`src/rtl/pqs_pkg.sv`:
```
// Package for the periodic query scheduler: payload structs, status codes,
// controller states and command/status structs. No dependencies.
package pqs_pkg;

  localparam int unsigned MaxEntries = 1024;
  localparam int unsigned AddrW      = $clog2(MaxEntries);
  localparam int unsigned CountW     = $clog2(MaxEntries + 1);
  localparam logic [31:0] DueMax     = 32'hFFFF_FFFF;

  typedef enum logic [1:0] {
    StRegistered = 2'd0,
    StFired      = 2'd1,
    StFull       = 2'd2,
    StEmpty      = 2'd3
  } status_e;

  typedef enum logic [0:0] {
    ActRegister = 1'b0,
    ActFire     = 1'b1
  } action_e;

  typedef struct packed {
    logic        action;
    logic [15:0] query_id;
    logic [15:0] period_len;
  } in_item_t;

  typedef struct packed {
    logic [1:0]  status;
    logic [15:0] fired_id;
    logic [31:0] fire_time;
  } out_item_t;

  // One heap slot: due time, id, period (compare order top to bottom)
  typedef struct packed {
    logic [31:0] due;
    logic [15:0] id;
    logic [15:0] period;
  } entry_t;

  typedef enum logic [3:0] {
    SIdle,
    SUpRd,     // read parent of pos
    SUpWait,
    SUpCmp,
    SDnRd,     // read left child
    SDnRdR,    // read right child
    SDnWait,
    SDnCmp,
    SDone
  } state_e;

  // Controller -> datapath commands
  typedef struct packed {
    logic load_reg;   // start insert with input item
    logic load_fire;  // start fire: take root, advance due
    logic rd_root;    // read heap root ahead of a fire
    logic rd_parent;
    logic rd_left;
    logic rd_right;
    logic up_step;    // swap pos with parent if smaller
    logic dn_step;    // swap pos with best child if smaller
    logic set_result;
    logic publish;    // copy result into the output register
    logic [1:0] res_status;
  } cmd_t;

  // Datapath -> controller status
  typedef struct packed {
    logic full;
    logic empty;
    logic at_root;
    logic up_swap;    // cur smaller than parent
    logic has_left;
    logic dn_swap;    // a child is smaller than cur
  } stat_t;

  function automatic logic entry_before(entry_t a, entry_t b);
    return a < b;
  endfunction

endpackage

```
`src/rtl/pqs_ctrl.sv`:
```
// Controller state machine sequencing insert sift-up and fire sift-down.
// Depends on pqs_pkg.
module pqs_ctrl (
  input  logic              clk_i,
  input  logic              rst_ni,
  input  logic              in_valid_i,
  output logic              in_stall_o,
  input  logic              in_action_i,
  output logic              out_valid_o,
  input  logic              out_stall_i,
  input  pqs_pkg::stat_t    stat_i,
  output pqs_pkg::cmd_t     cmd_o
);

  pqs_pkg::state_e state_q, state_d;
  logic            ov_q, ov_d;
  logic            fire_q, fire_d;   // fire: root read pending

  logic accept;
  assign in_stall_o  = (state_q != pqs_pkg::SIdle);
  assign accept      = in_valid_i && !in_stall_o;
  assign out_valid_o = ov_q;

  // Next state
  always_comb begin
    state_d = state_q;
    fire_d  = fire_q;
    ov_d    = ov_q && out_stall_i;
    unique case (state_q)
      pqs_pkg::SIdle: begin
        if (accept) begin
          if (in_action_i == pqs_pkg::ActRegister) begin
            state_d = stat_i.full ? pqs_pkg::SDone : pqs_pkg::SUpRd;
          end else if (stat_i.empty) begin
            state_d = pqs_pkg::SDone;
          end else begin
            state_d = pqs_pkg::SDnWait;
            fire_d  = 1'b1;
          end
        end
      end
      pqs_pkg::SUpRd:   state_d = stat_i.at_root ? pqs_pkg::SUpCmp : pqs_pkg::SUpWait;
      pqs_pkg::SUpWait: state_d = pqs_pkg::SUpCmp;
      pqs_pkg::SUpCmp:
        state_d = (!stat_i.at_root && stat_i.up_swap) ? pqs_pkg::SUpRd : pqs_pkg::SDone;
      pqs_pkg::SDnWait: begin
        fire_d  = 1'b0;
        state_d = fire_q ? pqs_pkg::SDnRd : pqs_pkg::SDnCmp;
      end
      pqs_pkg::SDnRd:   state_d = pqs_pkg::SDnRdR;
      pqs_pkg::SDnRdR:  state_d = pqs_pkg::SDnWait;
      pqs_pkg::SDnCmp:
        state_d = (stat_i.has_left && stat_i.dn_swap) ? pqs_pkg::SDnRd : pqs_pkg::SDone;
      pqs_pkg::SDone: begin
        // hand over once the output register is free
        if (!ov_q || !out_stall_i) begin
          ov_d    = 1'b1;
          state_d = pqs_pkg::SIdle;
        end
      end
      default: state_d = pqs_pkg::SIdle;
    endcase
  end

  // Outputs
  always_comb begin
    cmd_o = '0;
    unique case (state_q)
      pqs_pkg::SIdle: begin
        if (accept) begin
          if (in_action_i == pqs_pkg::ActRegister) begin
            cmd_o.set_result = 1'b1;
            cmd_o.res_status = stat_i.full ? pqs_pkg::StFull : pqs_pkg::StRegistered;
            cmd_o.load_reg   = !stat_i.full;
          end else if (stat_i.empty) begin
            cmd_o.set_result = 1'b1;
            cmd_o.res_status = pqs_pkg::StEmpty;
          end else begin
            cmd_o.rd_root = 1'b1;
          end
        end
      end
      pqs_pkg::SUpRd:   cmd_o.rd_parent = 1'b1;
      pqs_pkg::SUpCmp:  cmd_o.up_step   = 1'b1;
      pqs_pkg::SDnWait: cmd_o.load_fire = fire_q;
      pqs_pkg::SDnRd:   cmd_o.rd_left   = 1'b1;
      pqs_pkg::SDnRdR:  cmd_o.rd_right  = 1'b1;
      pqs_pkg::SDnCmp:  cmd_o.dn_step   = 1'b1;
      pqs_pkg::SDone:   cmd_o.publish   = !ov_q || !out_stall_i;
      default: ;
    endcase
  end

  always_ff @(posedge clk_i or negedge rst_ni) begin
    if (!rst_ni) begin
      state_q <= pqs_pkg::SIdle;
      ov_q    <= 1'b0;
      fire_q  <= 1'b0;
    end else begin
      state_q <= state_d;
      ov_q    <= ov_d;
      fire_q  <= fire_d;
    end
  end

endmodule

```
`config.mk`:
```
export PLATFORM = sky130hd
export DESIGN_NAME = pqs_ctrl
export DESIGN_NICKNAME = d
export VERILOG_FILES = /design/src/rtl/pqs_pkg.sv /design/src/rtl/pqs_ctrl.sv
export SDC_FILE = /design/constraint.sdc
export NUM_CORES = 1
export LEC_CHECK = 0
export CORE_AREA = 2 2 39 41
export CTS_BUF_LIST = sky130_fd_sc_hd__clkbuf_8
export DETAILED_ROUTE_END_ITERATION = 6
export DIE_AREA = 0 0 41 43
export DONT_BUFFER_PORTS = 1
export MAX_ROUTING_LAYER = met4
export SLEW_MARGIN = 10
export SYNTH_ARGS = -nofsm -noshare
export SYNTH_HDL_FRONTEND = slang
export SYNTH_SLANG_ARGS = --single-unit
```
`constraint.sdc`:
```
create_clock -name clk_i -period 2.9 [get_ports clk_i]
set_input_delay 0.435 -clock clk_i [delete_from_list [all_inputs] [get_ports clk_i]]
set_output_delay 0.435 -clock clk_i [all_outputs]
set_load 0.02 [all_outputs]
```
## Yosys cells after proc, flatten, opt, wreduce, memory -nomap -nowiden

Cells that the tools add are included.

- $add $sub $neg: 0
- Multiply operators: 0
- Div/mod/pow operators: 0
- $lt $le $gt $ge: 0
- Eq/ne operators: 12
- Shift operators: 0
- Mux-type cells: 39
- Bitwise operators: 0
- Reduce and logical (&&, ||, !) cells: 15

Operators by type and width:

| operator | number |
|---|---|
| case mux 4 bit (9 select lines) | 1 |
| two-way mux 4 bit | 7 |
| two-way mux 1 bit | 24 |
| == test 4 x 3 -> 1 bit, second input constant | 4 |
| two-way mux 2 bit | 6 |
| == test 4 x 2 -> 1 bit, second input constant | 2 |
| != test 2 bit, second input constant | 4 |
| zero test 1 bit | 5 |
| == test 4 x 1 -> 1 bit, second input constant | 1 |
| == test 4 bit, second input constant | 1 |
| logical AND 1 bit | 4 |
| zero test 4 bit | 1 |
| AND reduction 4 bit | 1 |
| nonzero test 4 bit | 1 |
| case mux 1 bit (2 select lines) | 1 |
| AND reduction 2 bit | 1 |
| nonzero test 2 bit | 1 |
| logical OR 1 bit | 1 |

- Flip-flop bits (word level): 6
- Bits in latches: 0
- Bits in writable memories: 0
- Bits in read-only memories: 0
- Word-level logic and storage cells: 69
- Memories: 0

## Logic depth before layout (Yosys ltp)

- Depth in word-level cells: 5
- Gate-level depth with buffers: 4
- Mapped depth without buffers: 3

## Least setup slack after synthesis

No wires, ideal clock.

- Path type: flip-flop to output port
- Start point: register state_q[3]
- End point: output cmd_o[11] (netlist name)
- Arrival: 1.476 ns
- Required time: 2.465 ns
- Setup slack: 0.989 ns
- Cell stages (with the launch flop): 5
- Path buffers: 1
- Cells stage by stage: dfrtp_1 > buf_6 > nor4_4 > nand2_1 > nor3_1

RTL lines:

| what | RTL line | text |
|---|---|---|
| start, declared | pqs_ctrl.sv:15 | `pqs_pkg::state_e state_q, state_d;` |
| start signal, assigned | pqs_ctrl.sv:96 | `state_q <= pqs_pkg::SIdle;` |
| start signal, assigned | pqs_ctrl.sv:100 | `state_q <= state_d;` |
| end, declared | pqs_ctrl.sv:12 | `output pqs_pkg::cmd_t cmd_o` |

==> impl_metrics.csv <==
group,metric,value,unit
sta,slew_headroom,0.564,
floorplan,die_w,41,um
placed_design,detailed_place_hpwl,852,um
pwr,power_density,1130,nW/um2
worst_setup_path,rr_worst_depth,3,
floorplan,die_area,1760,um2
yosys,synth_cell_types,30,
sta,setup_viol,0,
cells_and_area,drive_gt1_frac,0.250,
sta,final.setup_skew,0.00177,ns
global_route,grtUsageTotal,0.152,
cells_and_area,layout.nets,73,
yosys,synth-edff-count,0,
route,antenna_left,0,
worst_setup_path,cp_num_buf_inv,0,
route,drt_first_iter_violations,5,
pwr,irDropWorstVdd,348,uV
yosys,synth_top_area_share,0.288,
min_path,hold_path_depth,2,
floorplan,boundaryPins,25,
worst_setup_path,crit_path_max_incr_delay,0.52,ns
yosys,synth-seq-cells,6,
cts,clock_latency,0.23,ns
yosys,ys_seq_area_frac,0.288,
yosys,syn_area,522,um2
route,vias,439,
yosys,synth_top_area_cell,"dfrtp_1",
pwr,total_power,619,uW
cts,clock_path_buffers,2,
cts,clk_pin_slew_worst_paths,0.04,ns
worst_setup_path,worstPathRequired,2.47,ns
global_route,antenna_found_initial,0,
global_route,grt_pass1_wl,1740,um
sta,rsz0062_at_grt,"no",
worst_setup_path,worst_path_max_delay_cell,"dfrtp_1",
floorplan,die_y,43,um
cells_and_area,fin_util,0.397,
cells_and_area,final_area,549,um2
cells_and_area,nFillCells,144,
sta,tightest_slew,0.649,ns
global_route,overflow,0,
route,drc,0,
sta,timing.setup.tns,0,ns
route,totalWireLength,1080,um
worst_setup_path,path_class,"reg2out",
cts,cts_setup_buffers,0,
route,first_pass_iters,4,
worst_setup_path,crit_fanout,14,
worst_setup_path,startpoint_type,"flop",
global_route,grt_max_degree,15,
cells_and_area,antenna_cells,0,
cts,cts_made_buffers,3,
sta,fmax,445,MHz
placed_design,io_buffer_count,0,
sta,fin_crit,2.25,ns
route,wl_per_cell,14.2,um
sta,finalMaxSlewViolations,0,
global_route,grt_pass1_vias,407,
worst_setup_path,path_delay_family,"simple AND/OR/NAND/NOR gates",
yosys,synthesis.nets,71,
yosys,async_flop_share,1.00,
worst_setup_path,crit_chain,"nor4_4 > nand2_1 > nor3_1",
worst_setup_path,path_depth,3,
yosys,syn_inst,60,
floorplan,rows,14,
yosys,postSynthAreaPerCell,8.70,um2
yosys,yosys_warnings,0,
sta,fin_crit_sh,0.775,
outcome,outcome,"finished clean",
placed_design,placed_area,498,um2
cts,cts.htree.levels,1,
run,maxCapViolations,0,
worst_setup_path,critPathArrivalTime,1.81,ns
floorplan,coreArea,1380,um2
cts,ctsRootBufferMaster,"clkbuf_8",
cts,cts_tree,"done",
cts,clkSinkCount,6,
worst_setup_path,end_kind,"output pin",
yosys,ys.flop_type,"dfrtp_1",
cells_and_area,area_growth,5.28,%
min_path,hold_path_class,"in2reg",
sta,finalHoldViolCount,0,
placed_design,finalWeightedCongestion,0.848,
floorplan,start_util,0.377,
route,vias_per_cell,5.78,
yosys,synthTopCellsByArea,"dfrtp_1, nand2_1, and2b_2, nand2b_1, buf_6",
pwr,p_leak,0.227,nW
==> kinds of logic (layout without fill, tap and decap cells) <==
family / after synthesis / in the layout / synth area share
AOI/OAI and AO/OA: 10 / 10 / 0.153
muxes: 1 / 1 / 0.0216
and+or+nand+nor: 37 / 37 / 0.439
buffers and inverters: 6 / 6 / 0.0983
DFF: 6 / 6 / 0.288
==> cells in the final DEF (no fill, tap or decap), types with 2 or more instances in the layout <==
cell / instances
nand2b_1: 4
nor2_1: 4
a21oi_1: 2
nand4_1: 2
and3_1: 2
nand2_1: 9
dfrtp_1: 6
o211ai_1: 2
inv_1: 2
clkbuf_8: 3
and2b_2: 3
nor3_1: 4
==> repair_timing <==
item                       in CTS  in global routing
setup endpoints to repair       0                  0
gates resized for setup         0                  0
hold buffers                    1                  0
hold endpoints to repair        6                  0
==> area by class of cell <==
cell class                      instances  area (um2)  area share
Clock buffer                            3        41.3      0.0752
Inverter                                2        7.51      0.0137
Multi-Input combinational cell         48         320       0.583
Sequential cell                         6         150       0.273
Tap cell                               16        20.0      0.0364
Timing Repair Buffer                    1        10.0      0.0182
==> report_power, final <==
group | switching [mW] | internal (mW)
logic | 0.164 | 0.113
clock network | 0.0404 | 0.0896
registers | 0.0927 | 0.119
total | 0.297 | 0.322
==> worst paths after layout <==
path                                           to  slack [ns]              startpoint
max                                     cmd_o[11]        0.65  state_q[1]$_DFFE_PN0P_
min                         out_valid_o$_DFF_PN0_        0.32             out_stall_i
max reg2reg                    fire_q$_DFFE_PN0P_        1.45  state_q[1]$_DFFE_PN0P_
min reg2reg                    fire_q$_DFFE_PN0P_        0.58      fire_q$_DFFE_PN0P_
max in group asynchronous  state_q[0]$_DFFE_PN0P_        2.15                  rst_ni
min in group asynchronous  state_q[1]$_DFFE_PN0P_        0.53                  rst_ni
==> stage by stage <==
stage | setup slack (ns) | hold slack, ns | std cells
floorplan | 0.989 | 0.139 | 60
global placement | 0.897 | 0.140 | 72
detailed placement | 0.885 | 0.140 | 72
CTS | 0.637 | 0.323 | 76
global route | 0.530 | 0.340 | 76
finish | 0.653 | 0.323 | 76
==> synthesized netlist by cell type (all sizes together) (2+ instances only) <==
cell type	number
and3	4
nor2	4
nand2b	4
dfrtp	6
o211ai	2
inv	2
nor3	4
nor4	2
buf	3
nand2	10
nand4	2
and2b	3
a21oi	2
==> layer usage <==
layer / vias to the layer above / routed length, um / share of wire / global-route usage
met1: 205 / 486 / 0.45 / 0.194
met2: 14 / 500 / 0.46 / 0.203
met3: 2 / 73 / 0.068 / 0.0419
met5: - / 0 / 0 / -
met4: 0 / 19 / 0.018 / 0.100
li1: 218 / - / - / -
==> sequential cells by signal, indices dropped and copies added, names as in the netlist <==
register,count
fire_q,1
out_valid_o,1
state_q,4
==> worst register-to-register path, cell delays in order, from the launching register on <==
cell	delay [ns]
dfrtp_1	0.52
nor4_4	0.42
and3_4	0.31
a2bb2oi_2	0.13
Note: power is estimated with default switching activity, not from simulation.
